<file path="src/cbrg_pkg.sv">
`timescale 1ns / 1ps

package cbrg_pkg;

    localparam int MAX_BURST   = 64;
    localparam int KEY_WORDS   = 6;
    localparam int LANE_W      = 32;
    localparam int INDEX_W     = 64;
    localparam int COUNT_W     = 7;
    localparam int CFG_INDEX_W = $clog2(KEY_WORDS);
    localparam int MIX_STEPS   = 9;
    localparam int STEP_W      = $clog2(MIX_STEPS);

    typedef struct packed {
        logic [INDEX_W-1:0] start_index;
        logic [COUNT_W-1:0] count;
    } t_in_word;

    typedef struct packed {
        logic [LANE_W-1:0] random_word;
        logic              last;
    } t_out_word;

    typedef enum logic [1:0] {
        ST_IDLE,
        ST_LOAD,
        ST_MIX,
        ST_PUT
    } t_state;

    typedef struct packed {
        logic accept;
        logic load;
        logic mix;
        logic put;
    } t_ctrl_cmd;

    typedef struct packed {
        logic in_zero;
        logic step_done;
        logic burst_done;
        logic out_free;
    } t_dp_status;

    function automatic logic [LANE_W-1:0] rot_step(input logic [LANE_W-1:0] x,
                                                   input logic [STEP_W-1:0] step);
        logic [LANE_W-1:0] r;
        case (step)
            4'd0:    r = (x << 7)  | (x >> 25);
            4'd1:    r = (x << 9)  | (x >> 23);
            4'd2:    r = (x << 13) | (x >> 19);
            4'd3:    r = (x << 18) | (x >> 14);
            4'd4:    r = (x << 7)  | (x >> 25);
            4'd5:    r = (x << 9)  | (x >> 23);
            4'd6:    r = (x << 13) | (x >> 19);
            4'd7:    r = (x << 18) | (x >> 14);
            4'd8:    r = (x << 12) | (x >> 20);
            default: r = x;
        endcase
        return r;
    endfunction

    function automatic logic sub_step(input logic [STEP_W-1:0] step);
        logic s;
        case (step)
            4'd0:    s = 1'b1;
            4'd4:    s = 1'b1;
            4'd8:    s = 1'b1;
            default: s = 1'b0;
        endcase
        return s;
    endfunction

endpackage

</file>
<file path="src/cbrg_ctrl.sv">
`timescale 1ns / 1ps

module cbrg_ctrl (
    input  logic                  i_clk,
    input  logic                  i_rst_n,
    input  logic                  i_in_valid,
    input  cbrg_pkg::t_dp_status  i_status,
    output cbrg_pkg::t_ctrl_cmd   o_cmd,
    output logic                  o_in_stall
);

    cbrg_pkg::t_state r_state;
    cbrg_pkg::t_state n_state;

    always_ff @(posedge i_clk) begin
        if (!i_rst_n) begin
            r_state <= cbrg_pkg::ST_IDLE;
        end else begin
            r_state <= n_state;
        end
    end

    always_comb begin
        n_state = r_state;
        case (r_state)
            cbrg_pkg::ST_IDLE: begin
                if (i_in_valid && !i_status.in_zero) begin
                    n_state = cbrg_pkg::ST_LOAD;
                end
            end
            cbrg_pkg::ST_LOAD: begin
                n_state = cbrg_pkg::ST_MIX;
            end
            cbrg_pkg::ST_MIX: begin
                if (i_status.step_done) begin
                    n_state = cbrg_pkg::ST_PUT;
                end
            end
            cbrg_pkg::ST_PUT: begin
                if (i_status.out_free) begin
                    n_state = i_status.burst_done ? cbrg_pkg::ST_IDLE : cbrg_pkg::ST_LOAD;
                end
            end
            default: begin
                n_state = cbrg_pkg::ST_IDLE;
            end
        endcase
    end

    always_comb begin
        o_cmd      = '0;
        o_in_stall = 1'b1;
        case (r_state)
            cbrg_pkg::ST_IDLE: begin
                o_in_stall = 1'b0;
                o_cmd.accept = i_in_valid;
            end
            cbrg_pkg::ST_LOAD: begin
                o_cmd.load = 1'b1;
            end
            cbrg_pkg::ST_MIX: begin
                o_cmd.mix = 1'b1;
            end
            cbrg_pkg::ST_PUT: begin
                o_cmd.put = i_status.out_free;
            end
            default: begin
                o_cmd = '0;
            end
        endcase
    end

endmodule

</file>
<file path="src/cbrg_datapath.sv">
`timescale 1ns / 1ps

module cbrg_datapath (
    input  logic                                 i_clk,
    input  logic                                 i_rst_n,
    input  logic                                 i_cfg_we,
    input  logic [cbrg_pkg::CFG_INDEX_W-1:0]     i_cfg_index,
    input  logic [cbrg_pkg::LANE_W-1:0]          i_cfg_data,
    input  cbrg_pkg::t_in_word                   i_in_word,
    input  logic                                 i_out_stall,
    input  cbrg_pkg::t_ctrl_cmd                  i_cmd,
    output cbrg_pkg::t_dp_status                 o_status,
    output logic                                 o_out_valid,
    output cbrg_pkg::t_out_word                  o_out_word
);

    logic [cbrg_pkg::LANE_W-1:0]  r_key  [cbrg_pkg::KEY_WORDS];
    logic [cbrg_pkg::LANE_W-1:0]  r_lane [cbrg_pkg::KEY_WORDS];
    logic [cbrg_pkg::INDEX_W-1:0] r_index;
    logic [cbrg_pkg::COUNT_W-1:0] r_remaining;
    logic [cbrg_pkg::STEP_W-1:0]  r_step;
    logic                         r_out_valid;
    cbrg_pkg::t_out_word          r_out;

    logic [cbrg_pkg::COUNT_W-1:0] sat_count;
    logic [cbrg_pkg::LANE_W-1:0]  mix_x;
    logic [cbrg_pkg::LANE_W-1:0]  mix_y;
    logic [cbrg_pkg::LANE_W-1:0]  mix_z;
    logic [cbrg_pkg::LANE_W-1:0]  idx_lo;
    logic [cbrg_pkg::LANE_W-1:0]  idx_hi;
    logic                         out_free;

    assign idx_lo = r_index[cbrg_pkg::LANE_W-1:0];
    assign idx_hi = r_index[cbrg_pkg::INDEX_W-1:cbrg_pkg::LANE_W];

    assign sat_count = (i_in_word.count > cbrg_pkg::COUNT_W'(cbrg_pkg::MAX_BURST))
                       ? cbrg_pkg::COUNT_W'(cbrg_pkg::MAX_BURST) : i_in_word.count;

    assign mix_x = cbrg_pkg::rot_step(r_lane[0], r_step);
    assign mix_y = cbrg_pkg::sub_step(r_step) ? (r_lane[1] - mix_x) : (r_lane[1] + mix_x);
    assign mix_z = r_lane[2] ^ mix_y;

    assign out_free = !r_out_valid || !i_out_stall;

    assign o_status.in_zero    = (i_in_word.count == '0);
    assign o_status.step_done  = (r_step == cbrg_pkg::STEP_W'(cbrg_pkg::MIX_STEPS - 1));
    assign o_status.burst_done = (r_remaining == cbrg_pkg::COUNT_W'(1));
    assign o_status.out_free   = out_free;

    assign o_out_valid = r_out_valid;
    assign o_out_word  = r_out;

    always_ff @(posedge i_clk) begin
        if (!i_rst_n) begin
            for (int i = 0; i < cbrg_pkg::KEY_WORDS; i++) begin
                r_key[i] <= '0;
            end
        end else if (i_cfg_we) begin
            for (int i = 0; i < cbrg_pkg::KEY_WORDS; i++) begin
                if (i_cfg_index == cbrg_pkg::CFG_INDEX_W'(i)) begin
                    r_key[i] <= i_cfg_data;
                end
            end
        end
    end

    always_ff @(posedge i_clk) begin
        if (!i_rst_n) begin
            r_index     <= '0;
            r_remaining <= '0;
            r_step      <= '0;
        end else begin
            if (i_cmd.accept) begin
                r_index     <= i_in_word.start_index;
                r_remaining <= sat_count;
            end else if (i_cmd.put) begin
                r_index     <= r_index + cbrg_pkg::INDEX_W'(1);
                r_remaining <= r_remaining - cbrg_pkg::COUNT_W'(1);
            end
            if (i_cmd.load) begin
                r_step <= '0;
            end else if (i_cmd.mix) begin
                r_step <= r_step + cbrg_pkg::STEP_W'(1);
            end
        end
    end

    // Lanes rotate down by two each step so the working lanes are always 0..2.
    always_ff @(posedge i_clk) begin
        if (i_cmd.load) begin
            r_lane[0] <= r_key[0] + idx_lo;
            r_lane[1] <= r_key[1] ^ idx_lo;
            r_lane[2] <= r_key[2] + idx_hi;
            r_lane[3] <= r_key[3] ^ idx_hi;
            r_lane[4] <= r_key[4];
            r_lane[5] <= r_key[5];
        end else if (i_cmd.mix) begin
            r_lane[0] <= mix_z;
            r_lane[1] <= r_lane[3];
            r_lane[2] <= r_lane[4];
            r_lane[3] <= r_lane[5];
            r_lane[4] <= mix_x;
            r_lane[5] <= mix_y;
        end
    end

    always_ff @(posedge i_clk) begin
        if (!i_rst_n) begin
            r_out_valid <= 1'b0;
        end else if (i_cmd.put) begin
            r_out_valid <= 1'b1;
        end else if (!i_out_stall) begin
            r_out_valid <= 1'b0;
        end
    end

    always_ff @(posedge i_clk) begin
        if (i_cmd.put) begin
            r_out.random_word <= r_lane[0] ^ r_lane[3];
            r_out.last        <= o_status.burst_done;
        end
    end

endmodule

</file>
<file path="src/counter_based_random_generator.sv">
`timescale 1ns / 1ps
// Counter-based random generator.
// Key: six 32-bit registers the user writes via i_cfg_we/i_cfg_index/i_cfg_data
// only while the block is idle (unenforced); indexes past the key are dropped.
// Input channel (i_in_valid, o_in_stall, i_in_word): one word carries a 64-bit
// start index and a count; counts above 64 are clipped to 64, zero gives nothing.
// Output channel (o_out_valid, i_out_stall, o_out_word): one 32-bit word per
// index, counting up with wrap at 2^64; last marks the final word of a burst.
// Each word goes through one lane load, nine mixing steps through a single
// shared step unit and one output write; the block takes no new input word
// until the last word of its burst is written to the output register.
// A finished word sits in the output register while the next one is mixed;
// if the receiver stalls, the generator waits with the next word and holds.
// Reset (synchronous, active low) clears the key, the burst state and the
// output valid; the block then takes input words at once.
module counter_based_random_generator (
    input  logic                              i_clk,
    input  logic                              i_rst_n,
    input  logic                              i_cfg_we,
    input  logic [cbrg_pkg::CFG_INDEX_W-1:0]  i_cfg_index,
    input  logic [cbrg_pkg::LANE_W-1:0]       i_cfg_data,
    input  logic                              i_in_valid,
    output logic                              o_in_stall,
    input  cbrg_pkg::t_in_word                i_in_word,
    output logic                              o_out_valid,
    input  logic                              i_out_stall,
    output cbrg_pkg::t_out_word               o_out_word
);

    cbrg_pkg::t_ctrl_cmd  cmd;
    cbrg_pkg::t_dp_status status;

    cbrg_ctrl u_ctrl (
        .i_clk      (i_clk),
        .i_rst_n    (i_rst_n),
        .i_in_valid (i_in_valid),
        .i_status   (status),
        .o_cmd      (cmd),
        .o_in_stall (o_in_stall)
    );

    cbrg_datapath u_datapath (
        .i_clk       (i_clk),
        .i_rst_n     (i_rst_n),
        .i_cfg_we    (i_cfg_we),
        .i_cfg_index (i_cfg_index),
        .i_cfg_data  (i_cfg_data),
        .i_in_word   (i_in_word),
        .i_out_stall (i_out_stall),
        .i_cmd       (cmd),
        .o_status    (status),
        .o_out_valid (o_out_valid),
        .o_out_word  (o_out_word)
    );

endmodule

</file>
<file path="config.mk">
export PLATFORM = sky130hd
export DESIGN_NAME = counter_based_random_generator
export DESIGN_NICKNAME = d
export VERILOG_FILES = /design/src/cbrg_pkg.sv /design/src/cbrg_ctrl.sv /design/src/cbrg_datapath.sv /design/src/counter_based_random_generator.sv
export SDC_FILE = /design/constraint.sdc
export NUM_CORES = 1
export LEC_CHECK = 0
export BUFFER_PORTS_ARGS = -buffer_cell sky130_fd_sc_hd__clkbuf_2
export CORE_MARGIN = 1
export CORE_UTILIZATION = 45
export DETAILED_ROUTE_END_ITERATION = 7
export PLACE_DENSITY = 0.73
export RECOVER_POWER = 50
export SLEW_MARGIN = 30
export SYNTH_ARGS = -nofsm -noshare
export SYNTH_HDL_FRONTEND = slang
export SYNTH_SLANG_ARGS = --single-unit
</file>
<file path="constraint.sdc">
create_clock -name i_clk -period 7.7 [get_ports i_clk]
set_clock_uncertainty 0.2 [all_clocks]
set_input_delay 0.77 -clock i_clk [delete_from_list [all_inputs] [get_ports i_clk]]
set_output_delay 0.77 -clock i_clk [all_outputs]
set_load 0.03 [all_outputs]
</file>
* Word level (Yosys, flattened, before mapping)
Memories as Yosys holds them, arrays and structs flattened. Index checks and enable logic that the tools add are counted.
Word-level totals: register bits after elaboration 111, RAM bits 384, bits of input ports 111, output and inout port bits 35, logic and storage cells 139, memories kept 2
Cells by class: add/sub/neg operators 7, order comparisons 1, equality and inequality tests 21, multiplexer cells 62, bitwise operators 22, reduce and logical (&&, ||, !) cells 17
Memory list:
- u_datapath.r_key | depth 6, width 32, rd ports 6, clocked after memory_dff 0, wr ports 6, RTL line cbrg_datapath.sv:17 | logic [cbrg_pkg::LANE_W-1:0] r_key [cbrg_pkg::KEY_WORDS];
- u_datapath.r_lane | depth 6, width 32, rd ports 6, clocked after memory_dff 0, wr ports 6, RTL line cbrg_datapath.sv:18 | logic [cbrg_pkg::LANE_W-1:0] r_lane [cbrg_pkg::KEY_WORDS];
Operators by type and width (number):
- 2-to-1 mux 32 bit | 13
- one-hot mux 32 bit (5 select lines) | 1
- 2-to-1 mux 64 bit | 2
- XOR 32 bit | 4
- adder 32 bit | 3
- adder 64 x 1 -> 64 bit (second input constant) | 1
- 2-to-1 mux 1 bit | 39
- OR 32 x 12 -> 32 bit | 1
- OR 32 x 13 -> 32 bit | 1
- OR 32 x 18 -> 32 bit | 1
- OR 32 x 7 -> 32 bit | 1
- OR 32 x 9 -> 32 bit | 1
- subtractor 32 bit | 1
- 2-to-1 mux 7 bit | 3
- equality test 4 x 3 -> 1 bit (second input constant) | 4
- OR 1 bit | 12
- OR reduction 2 bit | 5
- equality test 4 x 2 -> 1 bit (second input constant) | 2
- one-hot mux 2 bit (4 select lines) | 1
- equality test 7 x 1 -> 1 bit (second input constant) | 1
- > comparator 7 bit (second input constant) | 1
- zero test 7 bit | 1
- subtractor 7 x 1 -> 7 bit (second input constant) | 1
- equality test 3 x 2 -> 1 bit (second input constant) | 2
- other kinds (20) | 28

* Depth between registers and ports, before layout
Gate-level depths: netlist of run 1.
word-level depth 7, mapped depth 26, gate-level depth less buffers 23

* By module
A second synthesis of run 1 with hierarchy kept.
Unflattened totals: cell total of the unflattened synthesis 2727, area, all modules 28225.8 um^2
Modules (own cells, without submodules):
- cbrg_datapath | instances 1, cells an instance 2705, area each 28035.6 um^2, sequential area each 14043.5 um^2
- cbrg_ctrl | instances 1, cells an instance 22, area each 190.2 um^2, sequential area each 40.0 um^2

* Least setup slack after synthesis of run 1
Ideal clock, no wire load.
path type reg-to-reg, start point reg u_ctrl.r_state[0], end point mem u_datapath.r_lane[0][0] (netlist bit), enable pin, library setup time 0.554 ns, arrival 4.592 ns, data required time 6.946 ns, setup slack 2.354 ns, stages on the path, launching flop included 3, path buffers 0, period minus slack after synthesis 5.346 ns, path through dfxtp_1 inv_1 ha_1
RTL lines:
- from (decl) | RTL line cbrg_ctrl.sv:12 | cbrg_pkg::t_state r_state;
- from (signal assigned) | RTL line cbrg_ctrl.sv:17 | r_state <= cbrg_pkg::ST_IDLE;
- from (signal assigned) | RTL line cbrg_ctrl.sv:19 | r_state <= n_state;
- to (decl) | RTL line cbrg_datapath.sv:18

==> impl_metrics.py, run 1 <==
metrics = {
    "finish": {
        "final_cells": 3478,
        "final_nets": 2873,
        "syn2layout_area_growth_pct": 10.7,
        "fill_cells": 5266,
        "drive_above_1_share_pct": 10.9,
    },
    "route": {
        "vias": 20800,
        "ant_nets": 0,
        "vias_per_cell": 5.99,
        "drt_iter0_drc": 2267,
        "drt_wl_total_um": 81900,
        "drc_errors": 0,
        "drt-pass1-iter-count": 6,
        "wire_per_inst_um": 23.6,
    },
    "global_route": {
        "grt_max_degree": 185,
        "grt_pass1_vias": 19800,
        "grt_pass1_wl_um": 122000,
        "grt_use_total_pct": 25.7,
        "gr-total-overflow": 0,
        "antenna_found_initial": 3,
    },
    "sta": {
        "timing.setup.tns_ns": 0,
        "maxSlewViolCount": 563,
        "setup_viol_count_final": 0,
        "fmax_mhz": 158,
        "rsz0062_at_grt": "false",
        "fin_crit_ns": 6.34,
        "slew_headroom_pct": -123,
        "hold_viol": 0,
        "tightest_slew_ns": 3.34,
        "period_share_pct": 82.4,
    },
    "setup_path": {
        "crit_chain": "inv_1 -> ha_1 -> buf_4 -> nor4_2 -> o21ba_2 -> a221oi_2 -> ha_1 -> nand2_1 -> or2_1 -> o21ai_0 -> xnor2_1 -> ha_1 -> nand2_1 -> nor4_1 -> o21ai_0 -> a211oi_1 -> o21ai_0 -> nand2_1 -> o21ai_0 -> xnor2_1 -> xnor2_1 -> a211o_1",
        "start_kind": "flop",
        "path_max_fanout": 35,
        "cp.required_ns": 7.85,
        "cpPeakStageDelay_ns": 0.62,
        "critPathBufInv": 2,
        "cp_common_cell": "o21ai_0",
        "crit_path_end_kind": "flop",
        "crit_type": "reg2reg",
        "critical-path-top-delay-family": "compound AO/OA/AOI/OAI gates",
        "arrival_ns": 6.49,
        "slowest_stage": "a211oi_1",
    },
    "synthesis": {
        "netlist_instances": 2571,
        "synth_ff_type": "edfxtp_1",
        "syn_nets": 2792,
        "ys_ff_latch": 495,
        "synth.top_cell.area_share_pct": 45.1,
        "ys_types": 81,
        "yosys.area.top_type": "edfxtp_1",
        "synth_area_per_cell_sq_um": 10.8,
        "synth_area_leaders": "edfxtp_1, dfxtp_1, xnor2_1, ha_1, and2_1",
        "synth_edf_count": 417,
        "yosysMostFrequentCell": "edfxtp_1",
        "async_flop_share_pct": 0,
        "yosysSeqAreaShare_pct": 50.7,
        "synth_warnings": 0,
        "synth.top_cells.by_count": "edfxtp_1, nand2_1, and2_1",
        "syn_area_sq_um": 27800,
    },
    "die": {
        "core_area_sq_um": 60700,
        "die_width_um": 250,
        "dieArea_sq_um": 62700,
        "start_util_pct": 45.7,
        "io-pin-count": 146,
        "rows": 90,
        "chipHeight_um": 250,
    },
    "clocking": {
        "cts_tree": "done",
        "cts_setup_buffers": 0,
        "clkTransAtPathRegs_ns": 0.06,
        "cts_hold_buffers": 0,
        "cts_buffers": 52,
        "clock-sinks": 495,
        "cts-root-buf": "clkbuf_16",
        "clock_path_buffers": 3,
        "insertion_delay_ns": 0.61,
        "ctsResizeCount": 0,
        "htreeDepth": 2,
    },
    "worst_hold_path": {
        "min_path_type": "in2reg",
    },
    "status": {
        "violations": "capacitance limit, slew limit",
        "status": "finished, violations left",
    },
    "pwr": {
        "powerDensity_nw_per_um2": 474,
        "irDropWorstVdd_v": 0.000460,
        "leakagePower_nw": 11.3,
    },
    "place": {
        "port_buffers": 145,
        "finalWeightedCongestion": 0.980,
        "dp.cells": 3379,
        "dpl.hpwl_um": 59500,
    },
    "run": {
        "maxCapViolCount": 14,
    },
}
[path summary, 6_finish.rpt]
path / startpoint / end / slack [ns] / cells past startpoint
max: u_datapath.r_step[0] / u_datapath.r_lane[0][31] / 1.36 / 22
min reg2reg: u_datapath.r_lane[0][182] / u_datapath.r_lane[0][118] / 0.33 / 2
max reg2reg: u_datapath.r_step[0] / u_datapath.r_lane[0][31] / 1.36 / 22
min: i_in_word[24] / u_datapath.r_index[17] / 0.20 / 2
[cell usage in the layout (no fill, tap or decap), drive strengths merged, types with 7 or more instances in the layout]
cell,Yosys,layout
and3,15,15
nand4,31,31
a22oi,64,64
or2,7,7
a21boi,7,7
xnor2,177,177
nand2b,19,19
nor2,124,124
o211ai,10,10
o211a,32,32
nand2,220,220
o31ai,16,16
mux2,30,30
a31oi,12,12
nor2b,18,18
dfxtp,78,78
edfxtp,417,417
xor2,122,122
clkbuf,129,233
o21bai,7,7
inv,47,45
or3,9,9
and4,9,9
o21a,18,18
a21o,41,41
a21oi,196,196
nand3,44,44
a221oi,32,32
nor4,13,13
o21ai,209,209
ha,107,107
clkinv,0,19
nor3,21,21
a211oi,12,12
buf,18,15
and2,205,205
[layer usage]
layer	GRT usage (%)	vias up	wire, um
met5	0	-	9
met4	10.1	2	3470
met3	5.07	191	8440
met2	39.0	1093	35600
met1	36.3	10000	34400
li1	-	9535	-
[state kept, by name, indices dropped and copies added (netlist names)]
name,flops
u_datapath.o_out_valid,1
u_ctrl.r_state,2
u_datapath.r_key,192
u_datapath.r_lane,192
u_datapath.r_remaining,7
u_datapath.r_index,64
u_datapath.r_step,4
u_datapath.o_out_word,33
[logic make-up (layout without fill, tap and decap cells)]
| family | after synthesis | count (layout) | share of synthesized area (%) |
|---|---|---|---|
| AO/OA/AOI/OAI | 690 | 690 | 16.6 |
| XOR/XNOR | 301 | 301 | 9.60 |
| adder cells (fa/ha/maj) | 110 | 110 | 5.04 |
| buffers and inverters | 194 | 318 | 2.83 |
| flip-flops | 495 | 495 | 50.7 |
| multiplexers | 34 | 34 | 1.36 |
| other | 0 | 1 | 0 |
| AND/OR/NAND/NOR | 747 | 747 | 13.9 |
[worst register-to-register path, stage by stage, from the launching register on]
cell and delay (ns):
dfxtp_1 0.45, inv_1 0.12, ha_1 0.24, buf_4 0.25, nor4_2 0.37, o21ba_2 0.58, a221oi_2 0.17, ha_1 0.28
nand2_1 0.11, or2_1 0.17, o21ai_0 0.13, xnor2_1 0.17, ha_1 0.39, nand2_1 0.10, nor4_1 0.28, o21ai_0 0.27
a211oi_1 0.62, o21ai_0 0.20, nand2_1 0.17, o21ai_0 0.14, xnor2_1 0.26, xnor2_1 0.12, a211o_1 0.31
[cell type report]
type,instances,area [sq um],share of cell area (%)
flip-flops and latches,495,14100,45.8
multi-input cells,1882,12900,42.1
clock buffers,74,1460,4.74
well taps,782,978,3.18
repair buffers,174,885,2.88
clock inverters,23,203,0.660
inverters,47,176,0.574
diodes,1,2.50,0.00814
[stage by stage]
| stage | area, sq um | hold WS (ns) | setup WS [ns] | total power [W] | util [%] |
|---|---|---|---|---|---|
| 4_1_cts | 30900 | 0.176 | 1.51 | 0.0144 | 50.8 |
| 5_1_grt | 30700 | 0.194 | 1.04 | 0.0153 | 50.6 |
| 3_5_place_dp | 29200 | 0.314 | 1.57 | 0.0119 | 48.1 |
| 6_report | 30700 | 0.198 | 1.36 | 0.0146 | 50.6 |
| 2_1_floorplan | 27800 | 0.298 | 2.35 | 0.00991 | - |
| 3_3_place_gp | 29200 | 0.313 | 1.71 | 0.0118 | 48.1 |
[power breakdown]
part | switching (W) | total (W) | internal (W)
clock | 0.00107 | 0.00249 | 0.00142
combinational | 0.00430 | 0.00697 | 0.00268
sequential | 0.000914 | 0.00510 | 0.00419
(Power assumes the default switching activity.)
==> inputs of run 2 (changes only) <==
==> constraint.sdc (replaced) <==
create_clock -name i_clk -period 6.25 [get_ports i_clk]
set_clock_uncertainty 0.2 [all_clocks]
set_input_delay 0.625 -clock i_clk [delete_from_list [all_inputs] [get_ports i_clk]]
set_output_delay 0.625 -clock i_clk [all_outputs]
set_load 0.03 [all_outputs]
==> impl_metrics.py, run 2 (same netlist as run 1, synthesis figures left out) <==
metrics = {
    "finish": {
        "fill_cells": 5271,
        "layout_common_cells": "edfxtp_1, nand2_1, o21ai_0",
        "syn2layout_area_growth_pct": 11.2,
        "final_util_pct": 50.9,
        "multi_input_area_sq_um": 13000,
        "register_area_sq_um": 14100,
        "final_common_cell": "edfxtp_1",
        "reg_top3": "u_datapath.r_key x192, u_datapath.r_lane x192, u_datapath.r_index x64",
        "final_nets": 2881,
        "final_area_sq_um": 30900,
        "drive_above_1_share_pct": 11.4,
    },
    "route": {
        "wire_per_inst_um": 23.4,
        "ant_nets": 0,
        "drt_wl_total_um": 81400,
        "drt-pass1-iter-count": 6,
        "drt_iter0_drc": 2270,
        "drc_errors": 0,
        "vias": 20800,
        "vias_per_cell": 5.98,
    },
    "place": {
        "finalWeightedCongestion": 1.01,
        "port_buffers": 145,
        "placed_cell_area_sq_um": 29300,
        "dpl.hpwl_um": 59800,
    },
    "clocking": {
        "cts_buffers": 52,
        "insertion_delay_ns": 0.60,
        "clock-sinks": 495,
        "htreeDepth": 2,
        "cts_tree": "done",
        "clkTransAtPathRegs_ns": 0.06,
        "clock_path_buffers": 3,
        "cts-root-buf": "clkbuf_16",
        "cts_hold_buffers": 0,
    },
    "setup_path": {
        "r2r_setup_slack_ns": 0.33,
        "reg2regPathDepth": 23,
        "regToRegEndpoint": "u_datapath.r_lane[0][31]",
        "cp.required_ns": 6.39,
        "critical-path-top-delay-family": "compound AO/OA/AOI/OAI gates",
        "arrival_ns": 6.06,
        "crit_path_end_kind": "flop",
        "crit_type": "reg2reg",
        "r2r-start": "u_datapath.r_step[0]",
        "cp_common_cell": "o21ai_0",
        "slowest_stage": "a211oi_2",
        "critPathBufInv": 3,
        "crit_chain": "inv_1 -> ha_1 -> buf_4 -> a22oi_1 -> a21oi_1 -> a221oi_1 -> buf_4 -> ha_1 -> nand2_1 -> or2_1 -> o21ai_0 -> xnor2_1 -> ha_1 -> nand2_1 -> nor4_1 -> o21ai_0 -> a211oi_2 -> o21ai_0 -> nand2_1 -> o21ai_0 -> xnor2_1 -> xnor2_1 -> a211o_1",
        "start_kind": "flop",
        "cpPeakStageDelay_ns": 0.49,
        "path_max_fanout": 32,
    },
    "die": {
        "die_width_um": 250,
        "rows": 90,
        "dieArea_sq_um": 62700,
        "io-pin-count": 146,
        "chipHeight_um": 250,
        "core_area_sq_um": 60700,
        "start_util_pct": 45.7,
    },
    "sta": {
        "fin_crit_ns": 5.92,
        "maxSlewViolCount": 532,
        "hold_viol": 0,
        "fmax_mhz": 169,
        "setup_viol_count_final": 0,
        "period_share_pct": 94.7,
        "tightest_slew_ns": 3.43,
        "slew_headroom_pct": -129,
        "rsz0062_at_grt": "false",
        "timing.setup.tns_ns": 0,
    },
    "pwr": {
        "fin_total_pwr_w": 0.0182,
        "irDropWorstVdd_v": 0.000410,
        "leakagePower_nw": 11.4,
        "powerDensity_nw_per_um2": 589,
    },
    "global_route": {
        "gr-total-overflow": 0,
        "grt_pass1_wl_um": 121000,
        "antenna_found_initial": 2,
        "grt_max_degree": 177,
        "grt_use_total_pct": 25.5,
        "grt_pass1_vias": 19800,
    },
    "worst_hold_path": {
        "whs_path_depth": 2,
        "min_path_type": "in2reg",
        "worstHoldStart": "i_in_word[18]",
        "holdPathEnd": "u_datapath.r_index[11]",
    },
    "run": {
        "maxCapViolCount": 12,
    },
    "status": {
        "violations": "capacitance limit, slew limit",
        "status": "finished, violations left",
    },
}
-- run 2: final cells by class --
| cell class | count | area share (%) |
|---|---|---|
| antenna | 1 | 0.00811 |
| timing repair buffer | 182 | 3.00 |
| tap | 782 | 3.17 |
| clock inverter | 31 | 1.21 |
| clock buffer | 62 | 4.41 |
| sequential | 495 | 45.6 |
| inverter | 47 | 0.571 |
| multi-input combinational | 1882 | 42.0 |
-- run 2: how the worst max path moves through the flow --
| stage | end | slack [ns] | start | depth (start not counted) |
|---|---|---|---|---|
| 6_report | u_datapath.r_lane[0][31] | 0.33 | u_datapath.r_step[0] | 23 |
| 3_5_place_dp | u_datapath.r_lane[0][31] | 0.37 | u_datapath.r_step[0] | 23 |
| 5_1_grt | u_datapath.r_lane[0][31] | 0.02 | u_datapath.r_step[0] | 23 |
| 4_1_cts | u_datapath.r_lane[0][31] | 0.32 | u_datapath.r_step[0] | 23 |
| 2_1_floorplan | u_datapath.r_lane[0][0] | 0.90 | u_ctrl.r_state[0] | 2 |
| 3_3_place_gp | u_datapath.r_lane[0][31] | 0.50 | u_datapath.r_step[0] | 21 |
-- run 2: worst register-to-register path, stage by stage (launching register included) --
cell      delay (ns)
dfxtp_1         0.45
inv_1           0.10
ha_1            0.24
buf_4           0.25
a22oi_1         0.19
a21oi_1         0.09
a221oi_1        0.31
buf_4           0.19
ha_1            0.18
nand2_1         0.11
or2_1           0.30
o21ai_0         0.23
xnor2_1         0.10
ha_1            0.40
nand2_1         0.10
nor4_1          0.27
o21ai_0         0.32
a211oi_2        0.50
o21ai_0         0.18
nand2_1         0.15
o21ai_0         0.13
xnor2_1         0.25
xnor2_1         0.10
a211o_1         0.30
-- run 2: timing repair --
action / CTS / global route
endpoints found under the hold margin: 0 / 0
endpoints found under the setup margin: 0 / 7
setup buffers: 0 / 0
gates resized for setup: 0 / 2
-- run 2: power by group --
| group | internal, W | switching, W | total (W) |
|---|---|---|---|
| Combinational | 0.00331 | 0.00543 | 0.00875 |
| Clock | 0.00188 | 0.00132 | 0.00320 |
| Sequential | 0.00517 | 0.00107 | 0.00624 |
-- run 2: metal layers --
layer / track usage (%) / up-vias / wire [um]
met5: 0 / - / 0
met4: 9.20 / 0 / 2870
met3: 3.78 / 151 / 7440
met2: 39.1 / 984 / 36200
met1: 36.7 / 10200 / 34900
li1: - / 9536 / -
-- run 2: metrics by stage --
step	hold WS, ns	cells	setup WS [ns]
5_1_grt	0.0555	3482	0.0157
3_3_place_gp	0.309	3388	0.496
2_1_floorplan	0.298	2571	0.904
6_report	0.0742	3482	0.330
3_5_place_dp	0.314	3388	0.374
4_1_cts	0.0492	3481	0.319
